==> config.mk <==
export PLATFORM = sky130hd
export DESIGN_NAME = capacity_weighted_server_balancer
export DESIGN_NICKNAME = d
export VERILOG_FILES = /design/src/rtl/cwsb_pkg.sv /design/src/rtl/capacity_weighted_server_balancer.sv
export SDC_FILE = /design/constraint.sdc
export NUM_CORES = 2
export LEC_CHECK = 0
export BUFFER_PORTS_ARGS = -buffer_cell sky130_fd_sc_hd__buf_4
export CAP_MARGIN = 40
export CORE_MARGIN = 2
export CORE_UTILIZATION = 50
export CTS_CLUSTER_SIZE = 24
export DETAILED_ROUTE_END_ITERATION = 12
export HOLD_SLACK_MARGIN = 0.15
export PLACE_DENSITY = 0.76
export SYNTH_ARGS = -nofsm -noshare
export SYNTH_HDL_FRONTEND = slang
export SYNTH_SLANG_ARGS = --single-unit
==> constraint.sdc <==
create_clock -name clk -period 48.8 [get_ports clk]
set_input_delay 4.88 -clock clk [delete_from_list [all_inputs] [get_ports clk]]
set_output_delay 4.88 -clock clk [all_outputs]
set_load 0.005 [all_outputs]
==> src/rtl/cwsb_pkg.sv <==
`timescale 1ns / 1ps
`default_nettype none
// Shared types and codes for the capacity weighted server balancer.
// Request and result word layouts, opcodes, status codes, register reset values.
// No dependencies.
package cwsb_pkg;

  localparam int REG_COUNT = 5;
  localparam int CFG_INDEX_W = 3;

  typedef struct packed {
    logic [1:0] opcode;
    logic [7:0] slot_index;
  } request_t;

  typedef struct packed {
    logic [2:0] status;
    logic [2:0] server_index;
  } result_t;

  localparam logic [1:0] OP_NEW     = 2'd0;
  localparam logic [1:0] OP_RESUME  = 2'd1;
  localparam logic [1:0] OP_RELEASE = 2'd2;

  localparam logic [2:0] ST_NEW      = 3'd0;
  localparam logic [2:0] ST_REUSED   = 3'd1;
  localparam logic [2:0] ST_RELEASED = 3'd2;
  localparam logic [2:0] ST_NOTHING  = 3'd3;
  localparam logic [2:0] ST_NO_ROOM  = 3'd4;

  localparam logic [2:0] UNASSIGNED = 3'd7;

  localparam logic [7:0] CAP_RESET [REG_COUNT] = '{8'd40, 8'd20, 8'd30, 8'd70, 8'd40};

endpackage
`default_nettype wire

==> src/rtl/capacity_weighted_server_balancer.sv <==
`timescale 1ns / 1ps
`default_nettype none
// Capacity weighted server balancer: smooth weighted round robin over servers.
// Slot map in a synchronous memory, occupancy and credits in registers.
// Depends on cwsb_pkg.
//
// Usage:
//   Request channel: a request word is taken at a clock edge with start high
//   and busy low. busy is high for the one cycle that follows.
//   Result channel: done pulses for one cycle with the result word, in the
//   cycle after busy. The receiver cannot stall it.
//   Configuration channel: cfg_ready is always high; cfg_index 0..4 selects a
//   server capacity, higher indexes are dropped. Write only while idle.
// Operation:
//   A new request is not taken while busy is high. The accepting edge reads
//   the slot map memory (registered read) and pre-adds weights to the
//   credits; the busy cycle picks the winner, and the edge that ends it
//   writes back map, occupancy and credits and registers the result.
// Reset:
//   rst clears map valid bits (every slot unassigned), occupancy and credits,
//   and loads the capacities with their reset values. No clearing pass.
module capacity_weighted_server_balancer
  import cwsb_pkg::*;
#(
  parameter int SLOT_COUNT   = 256,
  parameter int SERVER_COUNT = 5,
  parameter int CREDIT_WIDTH = 16
) (
  input  wire logic                   clk,
  input  wire logic                   rst,
  input  wire logic                   start,
  output logic                        busy,
  input  wire request_t               request,
  output logic                        done,
  output result_t                     result,
  input  wire logic                   cfg_valid,
  output logic                        cfg_ready,
  input  wire logic [CFG_INDEX_W-1:0] cfg_index,
  input  wire logic [7:0]             cfg_data
);

  localparam int MAP_DEPTH = (SLOT_COUNT < 256) ? SLOT_COUNT : 256;
  localparam int MAP_AW    = (MAP_DEPTH > 1) ? $clog2(MAP_DEPTH) : 1;
  localparam logic [12:0] SLOT_LIMIT = 13'(SLOT_COUNT);
  localparam logic [2:0]  SRV_LIMIT  = 3'(SERVER_COUNT);
  localparam int CW = CREDIT_WIDTH;

  localparam logic S_IDLE = 1'b0;
  localparam logic S_EXEC = 1'b1;

  function automatic logic signed [CW-1:0] sat_credit(input logic signed [CW:0] v);
    logic signed [CW-1:0] r;
    if (v[CW] != v[CW-1]) begin
      r = v[CW] ? {1'b1, {(CW-1){1'b0}}} : {1'b0, {(CW-1){1'b1}}};
    end else begin
      r = v[CW-1:0];
    end
    return r;
  endfunction

  logic                 state;
  logic [7:0]           capacity [REG_COUNT];
  logic [8:0]           occupancy [SERVER_COUNT];
  logic signed [CW-1:0] credit [SERVER_COUNT];
  logic signed [CW-1:0] cand [SERVER_COUNT];
  request_t             req_q;
  logic [2:0]           map_mem [MAP_DEPTH];
  logic [MAP_DEPTH-1:0] map_vld;
  logic [2:0]           map_rd;
  logic                 vld_rd;

  logic                 accept;
  logic                 in_range;
  logic                 mapped;
  logic                 do_pick;
  logic                 pre_release;
  logic                 found;
  logic [2:0]           win;
  logic signed [CW-1:0] top_credit;
  logic signed [CW-1:0] win_credit;
  logic [10:0]          total;
  logic [8:0]           occ_rel [SERVER_COUNT];
  logic                 map_we;
  logic [2:0]           map_wdata;
  result_t              result_next;

  assign accept    = start && (state == S_IDLE);
  assign busy      = (state == S_EXEC);
  assign cfg_ready = 1'b1;

  always_comb begin
    in_range    = ({5'b0, req_q.slot_index} < SLOT_LIMIT);
    mapped      = vld_rd && (map_rd < SRV_LIMIT);
    do_pick     = in_range && ((req_q.opcode == OP_NEW) ||
                               ((req_q.opcode == OP_RESUME) && !mapped));
    pre_release = in_range && mapped &&
                  ((req_q.opcode == OP_RELEASE) || do_pick);
    total      = '0;
    found      = 1'b0;
    win        = '0;
    top_credit = '0;
    for (int i = 0; i < SERVER_COUNT; i++) begin
      total = total + {3'b0, capacity[i]};
      occ_rel[i] = occupancy[i];
      if (pre_release && (map_rd == 3'(i)) && (occupancy[i] != 9'd0)) begin
        occ_rel[i] = occupancy[i] - 9'd1;
      end
      if ((occ_rel[i] < {1'b0, capacity[i]}) && (!found || (cand[i] > top_credit))) begin
        found      = 1'b1;
        win        = 3'(i);
        top_credit = cand[i];
      end
    end
    win_credit = sat_credit($signed({top_credit[CW-1], top_credit}) -
                            $signed({{(CW-10){1'b0}}, total}));

    map_we    = pre_release || (do_pick && found);
    map_wdata = (do_pick && found) ? win : UNASSIGNED;

    result_next.status       = ST_NOTHING;
    result_next.server_index = '0;
    case (req_q.opcode)
      OP_NEW, OP_RESUME: begin
        if (!in_range) begin
          result_next.status = ST_NO_ROOM;
        end else if ((req_q.opcode == OP_RESUME) && mapped) begin
          result_next.status       = ST_REUSED;
          result_next.server_index = map_rd;
        end else if (found) begin
          result_next.status       = ST_NEW;
          result_next.server_index = win;
        end else begin
          result_next.status = ST_NO_ROOM;
        end
      end
      OP_RELEASE: begin
        if (pre_release) begin
          result_next.status       = ST_RELEASED;
          result_next.server_index = map_rd;
        end
      end
      default: begin
        result_next.status = ST_NOTHING;
      end
    endcase
  end

  always_ff @(posedge clk) begin
    if (accept) begin
      map_rd <= map_mem[request.slot_index[MAP_AW-1:0]];
      req_q  <= request;
      for (int i = 0; i < SERVER_COUNT; i++) begin
        cand[i] <= sat_credit($signed({credit[i][CW-1], credit[i]}) +
                              $signed({{(CW-7){1'b0}}, capacity[i]}));
      end
    end
    if ((state == S_EXEC) && map_we) begin
      map_mem[req_q.slot_index[MAP_AW-1:0]] <= map_wdata;
    end
    result <= result_next;
  end

  always_ff @(posedge clk) begin
    if (rst) begin
      state   <= S_IDLE;
      done    <= 1'b0;
      map_vld <= '0;
      vld_rd  <= 1'b0;
      for (int i = 0; i < REG_COUNT; i++) begin
        capacity[i] <= CAP_RESET[i];
      end
      for (int i = 0; i < SERVER_COUNT; i++) begin
        occupancy[i] <= '0;
        credit[i]    <= '0;
      end
    end else begin
      done <= 1'b0;
      if (cfg_valid && cfg_ready) begin
        for (int i = 0; i < REG_COUNT; i++) begin
          if (cfg_index == CFG_INDEX_W'(i)) begin
            capacity[i] <= cfg_data;
          end
        end
      end
      case (state)
        S_IDLE: begin
          if (accept) begin
            vld_rd <= map_vld[request.slot_index[MAP_AW-1:0]];
            state  <= S_EXEC;
          end
        end
        S_EXEC: begin
          done  <= 1'b1;
          state <= S_IDLE;
          if (map_we) begin
            map_vld[req_q.slot_index[MAP_AW-1:0]] <= 1'b1;
          end
          for (int i = 0; i < SERVER_COUNT; i++) begin
            occupancy[i] <= occ_rel[i];
            if (do_pick && found && (win == 3'(i))) begin
              occupancy[i] <= occ_rel[i] + 9'd1;
            end
            if (do_pick) begin
              credit[i] <= (found && (win == 3'(i))) ? win_credit : cand[i];
            end
          end
        end
        default: begin
          state <= S_IDLE;
        end
      endcase
    end
  end

`ifndef SYNTHESIS
  a_done_after_exec: assert property (@(posedge clk) disable iff (rst)
    done |-> $past(busy))
    else $error("result strobe without a request in flight");

  a_server_in_range: assert property (@(posedge clk) disable iff (rst)
    done |-> (result.server_index < SRV_LIMIT))
    else $error("result names a server beyond the server count");

  a_idle_server_zero: assert property (@(posedge clk) disable iff (rst)
    done && ((result.status == ST_NOTHING) || (result.status == ST_NO_ROOM))
      |-> (result.server_index == 3'd0))
    else $error("server index not zero on a failed request");

  a_busy_one_cycle: assert property (@(posedge clk) disable iff (rst)
    busy |=> !busy && done)
    else $error("execute cycle did not retire in one cycle");
`endif

endmodule
`default_nettype wire
* After elaboration in Yosys (flattened, before gate mapping) *
Memory sizes are Yosys's and may differ from the RTL's. A register that Yosys moved wholly into a read port is not among the register bits.
Cells that the tools add are included.

word-level totals
  register bits = 275
  RAM bits = 1013
  bits of input ports = 25
  output and inout port bits = 9
  word-level logic and storage cells = 270
  memories kept = 5

cells by class
  add/sub/neg operators = 20
  magnitude comparators = 13
  equality and inequality tests = 20
  muxes and demuxes = 126
  bitwise logic cells = 22
  reduce and logical (&&, ||, !) cells = 56

memory list
  memory     words  bits a word  read ports  clocked after memory_dff  write ports  line                                     text
  map_mem    256    3            1           1                         1            capacity_weighted_server_balancer.sv:67  logic [2:0] map_mem [MAP_DEPTH];
  cand       5      16           5           0                         5            capacity_weighted_server_balancer.sv:65  logic signed [CW-1:0] cand [SERVER_COUNT];
  credit     5      16           5           0                         5            capacity_weighted_server_balancer.sv:64  logic signed [CW-1:0] credit [SERVER_COUNT];
  occupancy  5      9            5           0                         5            capacity_weighted_server_balancer.sv:63  logic [8:0] occupancy [SERVER_COUNT];
  capacity   5      8            5           0                         5            capacity_weighted_server_balancer.sv:62  logic [7:0] capacity [REG_COUNT];

operators with widths
  cell                                                 number
  2-to-1 mux 16 bit                                    32
  OR 256 bit                                           1
  2-to-1 mux 9 bit                                     15
  adder 16 x 9 -> 17 bit                               5
  greater-than comparator 16 bit                       4
  2-to-1 mux 1 bit                                     61
  adder 9 x 1 -> 9 bit, second input constant          5
  < comparator 9 x 8 -> 1 bit                          5
  nonzero test 9 bit                                   5
  subtractor 9 x 1 -> 9 bit, second input constant     5
  2-to-1 mux 8 bit                                     5
  logical AND 1 bit                                    32
  OR 1 bit                                             20
  equality test 3 x 2 -> 1 bit, second input constant  6
  < comparator 8 x 9 -> 1 bit, second input constant   2
  subtractor 16 x 12 -> 17 bit                         1
  2-to-1 mux 3 bit                                     5
  one-hot mux 3 bit (2 select lines)                   2
  adder 10 x 8 -> 11 bit                               1
  adder 11 x 8 -> 11 bit                               1
  adder 9 x 8 -> 10 bit                                1
  adder 8 x 8 -> 9 bit                                 1
  equality test 3 x 1 -> 1 bit, second input constant  3
  equality test 3 bit, second input constant           3
  other kinds (18)                                     36

* Longest topological paths before layout *
  depth in word-level cells = 35
  depth in mapped cells = 72
  mapped depth without buffers = 62

* Worst setup path after synthesis *
OpenSTA, ideal clock, no wires.

  kind = register to register
  start point = register req_q[8] in the netlist's numbering
  end point = memory map_mem[0][0] (data pin)
  library setup time = 2.187 ns
  arrival = 21.779 ns
  data required time = 46.613 ns
  slack = 24.833 ns
  cell stages (with the launch flop) = 54
  path buffers = 10
  period minus slack after synthesis = 23.967 ns
  cell sequence = edfxtp_1 > or3_1 > clkbuf_1 > a211oi_4 > nand4bb_1 > or3_1 > xnor2_1 > ha_1 > a21o_1 > a21oi_1 > o211ai_1 > a21oi_2 > buf_2 > buf_1 > nand2_1 > ha_1 > nand4_1 > nor4_1 > [18 not listed] > o21ai_0 > a211oi_1 > o32a_1 > o311ai_0 > o31a_1 > nor2_1 > clkbuf_1 > clkbuf_1 > a22oi_1 > ha_1 > or4b_2 > a21oi_1 > o21ai_0 > o2111a_1 > a31o_2 > buf_2 > buf_1 > o21ai_0

on the way
  word-level cells in the longest chain between the ends = 28
  elaborated cells on any way between the ends = 58
  those cells by class = order compare: 9; eq/ne: 2; mux: 19; reduce/logical: 28

RTL lines
  item                                                                 line                                      text
  start, declared                                                      capacity_weighted_server_balancer.sv:66   request_t req_q;
  start signal, assigned                                               capacity_weighted_server_balancer.sv:151  req_q <= request;
  equality test 2 x 1 -> 1 bit                                         capacity_weighted_server_balancer.sv:95   ((req_q.opcode == OP_RESUME) && !mapped));
  logical AND 1 bit                                                    capacity_weighted_server_balancer.sv:95
  logical OR 1 bit                                                     capacity_weighted_server_balancer.sv:94   do_pick = in_range && ((req_q.opcode == OP_NEW) ||
  logical OR 1 bit                                                     capacity_weighted_server_balancer.sv:97   ((req_q.opcode == OP_RELEASE) || do_pick);
  logical AND 1 bit                                                    capacity_weighted_server_balancer.sv:96   pre_release = in_range && mapped &&
  logical AND 1 bit (2 in a row)                                       capacity_weighted_server_balancer.sv:105  if (pre_release && (map_rd == 3'(i)) && (occupancy[i] != 9'd0)) begin
  2-to-1 mux 9 bit                                                     capacity_weighted_server_balancer.sv:105
  < comparator 9 x 8 -> 1 bit                                          capacity_weighted_server_balancer.sv:108  if ((occ_rel[i] < {1'b0, capacity[i]}) && (!found || (cand[i] > top_credit))) begin
  [12 not listed]                                                      -
  2-to-1 mux 16 bit or 2-to-1 mux 1 bit (tied branches)                capacity_weighted_server_balancer.sv:108
  greater-than comparator 16 bit or logical NOT 1 bit (tied branches)  capacity_weighted_server_balancer.sv:108
  logical OR 1 bit                                                     capacity_weighted_server_balancer.sv:108
  logical AND 1 bit                                                    capacity_weighted_server_balancer.sv:108
  2-to-1 mux 1 bit                                                     capacity_weighted_server_balancer.sv:108
  logical AND 1 bit                                                    capacity_weighted_server_balancer.sv:118  map_wdata = (do_pick && found) ? win : UNASSIGNED;
  2-to-1 mux 3 bit *                                                   capacity_weighted_server_balancer.sv:118
  via map_wdata[0]                                                     capacity_weighted_server_balancer.sv:84   logic [2:0] map_wdata;
  end, declared                                                        capacity_weighted_server_balancer.sv:67

Mark *: on every way through the listed nets, which the timed path passes. The rest lies on a longest branch.

==> out/results.md <==
* 0 — Setup Viol. Count Final
* 0.1181 sq mm — Floorplan Core Area
* false — unrepaired setup endpoints after global routing
* 13.61 sq um — mean cell area of the mapped netlist
* map_vld[195]$_SDFFE_PP0P_ — startpoint of the most critical hold path
* 98330 um — Final HPWL DP
* finished, final reports clean — outcome
* 1.195 ns — slew at the pin closest to its max-slew limit
* 57.86 MHz — highest attainable clock frequency
* 73980 um — DR WL met2
* 57760 um — Metal-1 WL
* 0 — count of maximum capacitance violations
* 0.78 ns — Skew-Pair Late Insertion Delay
* 4597 — Post-Synthesis Net Count
* 37949 — via count of the first global-routing pass
* 1291 — number of flip-flops and latches in the synthesized netlist
* req_q[8]$_DFFE_PP_ — startpoint of the worst register-to-register path
* sky130_fd_sc_hd__edfxtp_1 — commonest non-fill, non-tap cell in the layout
* 0 — number of slew-limit violations in the final report
* 245 — maximum number of pins on one net before global-route repair
* 50.39% — initial core utilization
* 136 — cts bufs inserted
* 1026 — number of enable-type register cells in the synthesized netlist
* 95 — unique cell type count in the Yosys netlist
* 0.63 ns — CP max stage delay
* 16.34% — proportion of layout cells with a drive suffix above 1
* 49.36 ns — required time of the worst setup path
* 0.02649 ns — worst clock skew on the final layout
* 0.1218 sq mm — die area
* 37996 — number of vias in the routed layout
* 22.73 nW — leakage component of the power
* 0 — number of nets with antenna violations after detailed routing
* 0.9768 — RePlAce Congestion
* 0 ns — final sum of negative setup slack
* sky130_fd_sc_hd__edfxtp_1 — commonest register cell after synthesis
* 8940 — fill cell total of the finished layout
* met5 — highest metal layer with signal wires
* 11.50% — synthesis-to-finish area growth
* 0 — Post-CTS Hold Buffers
* 0 — number of DRC violations after detailed routing
* 153300 um — wirelength, routed
* 5 — antenna violations before repair
* 46.91 mW/mm^2 — P per Cell Area
* sky130_fd_sc_hd__clkbuf_16 — buffer cell driving the clock tree root
* 0 — Synthesis Warnings
* register — startpoint type of the worst setup path
* 4628 — Total Nets Final
* 35.41% — final cycle utilization of the critical path
* 0.04943 mV — peak supply drop
* 0 — global route total overflow
* 0 — Hold Fails Final Rpt
* 34 — I/O pin cnt
* 17.28 ns — post-layout minimum cycle time
* 32 — count of port buffers added during placement
* 0% — post-synthesis async set-or-reset flop share
* 45 — critical path peak fanout
* 60.69% — share of synthesized area occupied by flip-flops and latches
* 0 — post-cts resize count
* 4672 — detailed router's first-iteration violation count
* register — kind of capture point of the worst setup path
* 0.05950 sq mm — cell area after synthesis
* 6.280 — ratio of routed vias to standard cells
* 17.85 ns — worst path arrival time
* 25.34 um — detail-routed net length per standard cell
* built — TritonCTS clock tree
* 4372 — Cells after Synth
* 0.06 ns — clock-pin slew reported for the worst setup and hold paths after clock tree synthesis
* 14530 um — met3 routed WL
* 349.0 um — Die Wd
* 25.13% — Tot GR Track Use
* reg -> reg — class of the tightest hold or removal check
* req_q[8]$_DFFE_PP_ — start point of the critical path
* 3.113 mW — Power, Total
* sky130_fd_sc_hd__edfxtp_1, sky130_fd_sc_hd__nor2_1, sky130_fd_sc_hd__a21oi_1, sky130_fd_sc_hd__mux4_2, sky130_fd_sc_hd__dfxtp_1 — highest-count cells in the layout ignoring fill and taps
* 0 — number of setup buffers added after CTS
* 1291 — CTS sink cnt
* 4 — deepest level of the CTS H-tree
* 349.0 um — die height
* 231200 um — global-route wire length before repair
* sky130_fd_sc_hd__nand2_1 — standard cell with the maximum stage delay on the critical path
* reg -> reg — WS Path Type
* 6 — length of the first detailed-routing pass in iterations
* 20.32% — relative max-transition margin
* 126 — number of core rows
* 3 — largest buffer count on any clock path
metrics by stage:
step,util (%),cells,area (sq um),setup slack (ns),hold slack (ns)
after floorplan,-,4372,59500,24.83,0.4315
after global placement,52.01,5771,61410,32.42,0.4416
after detailed placement,52.31,5800,61770,31.89,0.4502
after CTS,56.16,6045,66310,31.85,0.4659
after global routing,56.18,6048,66340,30.13,0.4752
final,56.19,6050,66350,31.52,0.4638
registers in the layout (all words and copies together), names as in the netlist, 3 cells and up:
name	flops
map_mem	768
map_vld	256
cand	80
credit	80
occupancy	45
capacity	40
req_q	10
result	6
map_rd	3
report_power, final:
group	leakage [nW]	switching (mW)	internal (mW)	total (mW)
registers	11.6	0.0277	1.28	1.31
logic	8.95	0.511	0.236	0.747
clock network	2.21	0.449	0.606	1.06
total	22.7	0.988	2.12	3.11
cells in the mapped netlist (32+ instances only):
| library cell | count | area (sq um) |
|---|---|---|
| sky130_fd_sc_hd__a21o_1 | 32 | 240.2 |
| sky130_fd_sc_hd__and3_1 | 32 | 200.2 |
| sky130_fd_sc_hd__nand2_1 | 253 | 949.7 |
| sky130_fd_sc_hd__clkbuf_1 | 185 | 694.4 |
| sky130_fd_sc_hd__ha_1 | 171 | 2140 |
| sky130_fd_sc_hd__a21oi_1 | 377 | 1887 |
| sky130_fd_sc_hd__nand3_1 | 71 | 355.3 |
| sky130_fd_sc_hd__nor2_1 | 671 | 2519 |
| sky130_fd_sc_hd__mux4_2 | 340 | 7657 |
| sky130_fd_sc_hd__inv_1 | 140 | 525.5 |
| sky130_fd_sc_hd__nor3_1 | 51 | 255.2 |
| sky130_fd_sc_hd__o21ai_0 | 117 | 585.6 |
| sky130_fd_sc_hd__xor2_1 | 50 | 437.9 |
| sky130_fd_sc_hd__edfxtp_1 | 1026 | 30810 |
| sky130_fd_sc_hd__buf_1 | 33 | 123.9 |
| sky130_fd_sc_hd__dfxtp_1 | 265 | 5305 |
| sky130_fd_sc_hd__xnor2_1 | 66 | 578.1 |
worst max-delay path, delay by kind of cell, from the launching register on:
| kind | cells | cell delay, ns |
|---|---|---|
| buf+inv | 3 | 1.02 |
| simple gates | 17 | 5.64 |
| fa+ha+maj | 6 | 1.86 |
| compound gates | 29 | 7.74 |
| xor+xnor | 1 | 0.27 |
| flops | 1 | 0.49 |
cell type report:
cell class	instances	area, sq um	share of cell area, %
Sequential cell	1291	36110	54.43
Multi-Input combinational cell	2707	22070	33.27
Clock buffer	170	3686	5.556
Tap cell	1536	1922	2.897
Timing Repair Buffer	127	1159	1.746
Clock inverter	75	854.6	1.288
Inverter	140	525.5	0.7921
Antenna cell	4	10.01	0.01509
logic make-up after synthesis:
group	after synthesis	share of synthesized area (%)
xor+xnor	116	1.707
simple gates	1258	9.313
buf+inv	374	2.397
mux	363	13.27
flops	1291	60.69
other cells	1	0.006302
compound gates	769	8.039
fa+ha+maj	200	4.571
metal layers:
metal	GRT usage (%)	vias to the layer above
li1	-	16633
met1	32.79	18978
met2	40.87	1976
met3	4.945	405
met4	11.49	4
met5	0	-
worst paths after layout:
path / to / slack, ns / cells past startpoint
min reg2reg: map_vld[195]$_SDFFE_PP0P_ / 0.46 / 2
max reg2reg: credit[0][64]$_SDFFCE_PN0P_ / 31.52 / 56
min: map_vld[195]$_SDFFE_PP0P_ / 0.46 / 2
max: credit[0][64]$_SDFFCE_PN0P_ / 31.52 / 56
Note: power is estimated with default switching activity, not from simulation.
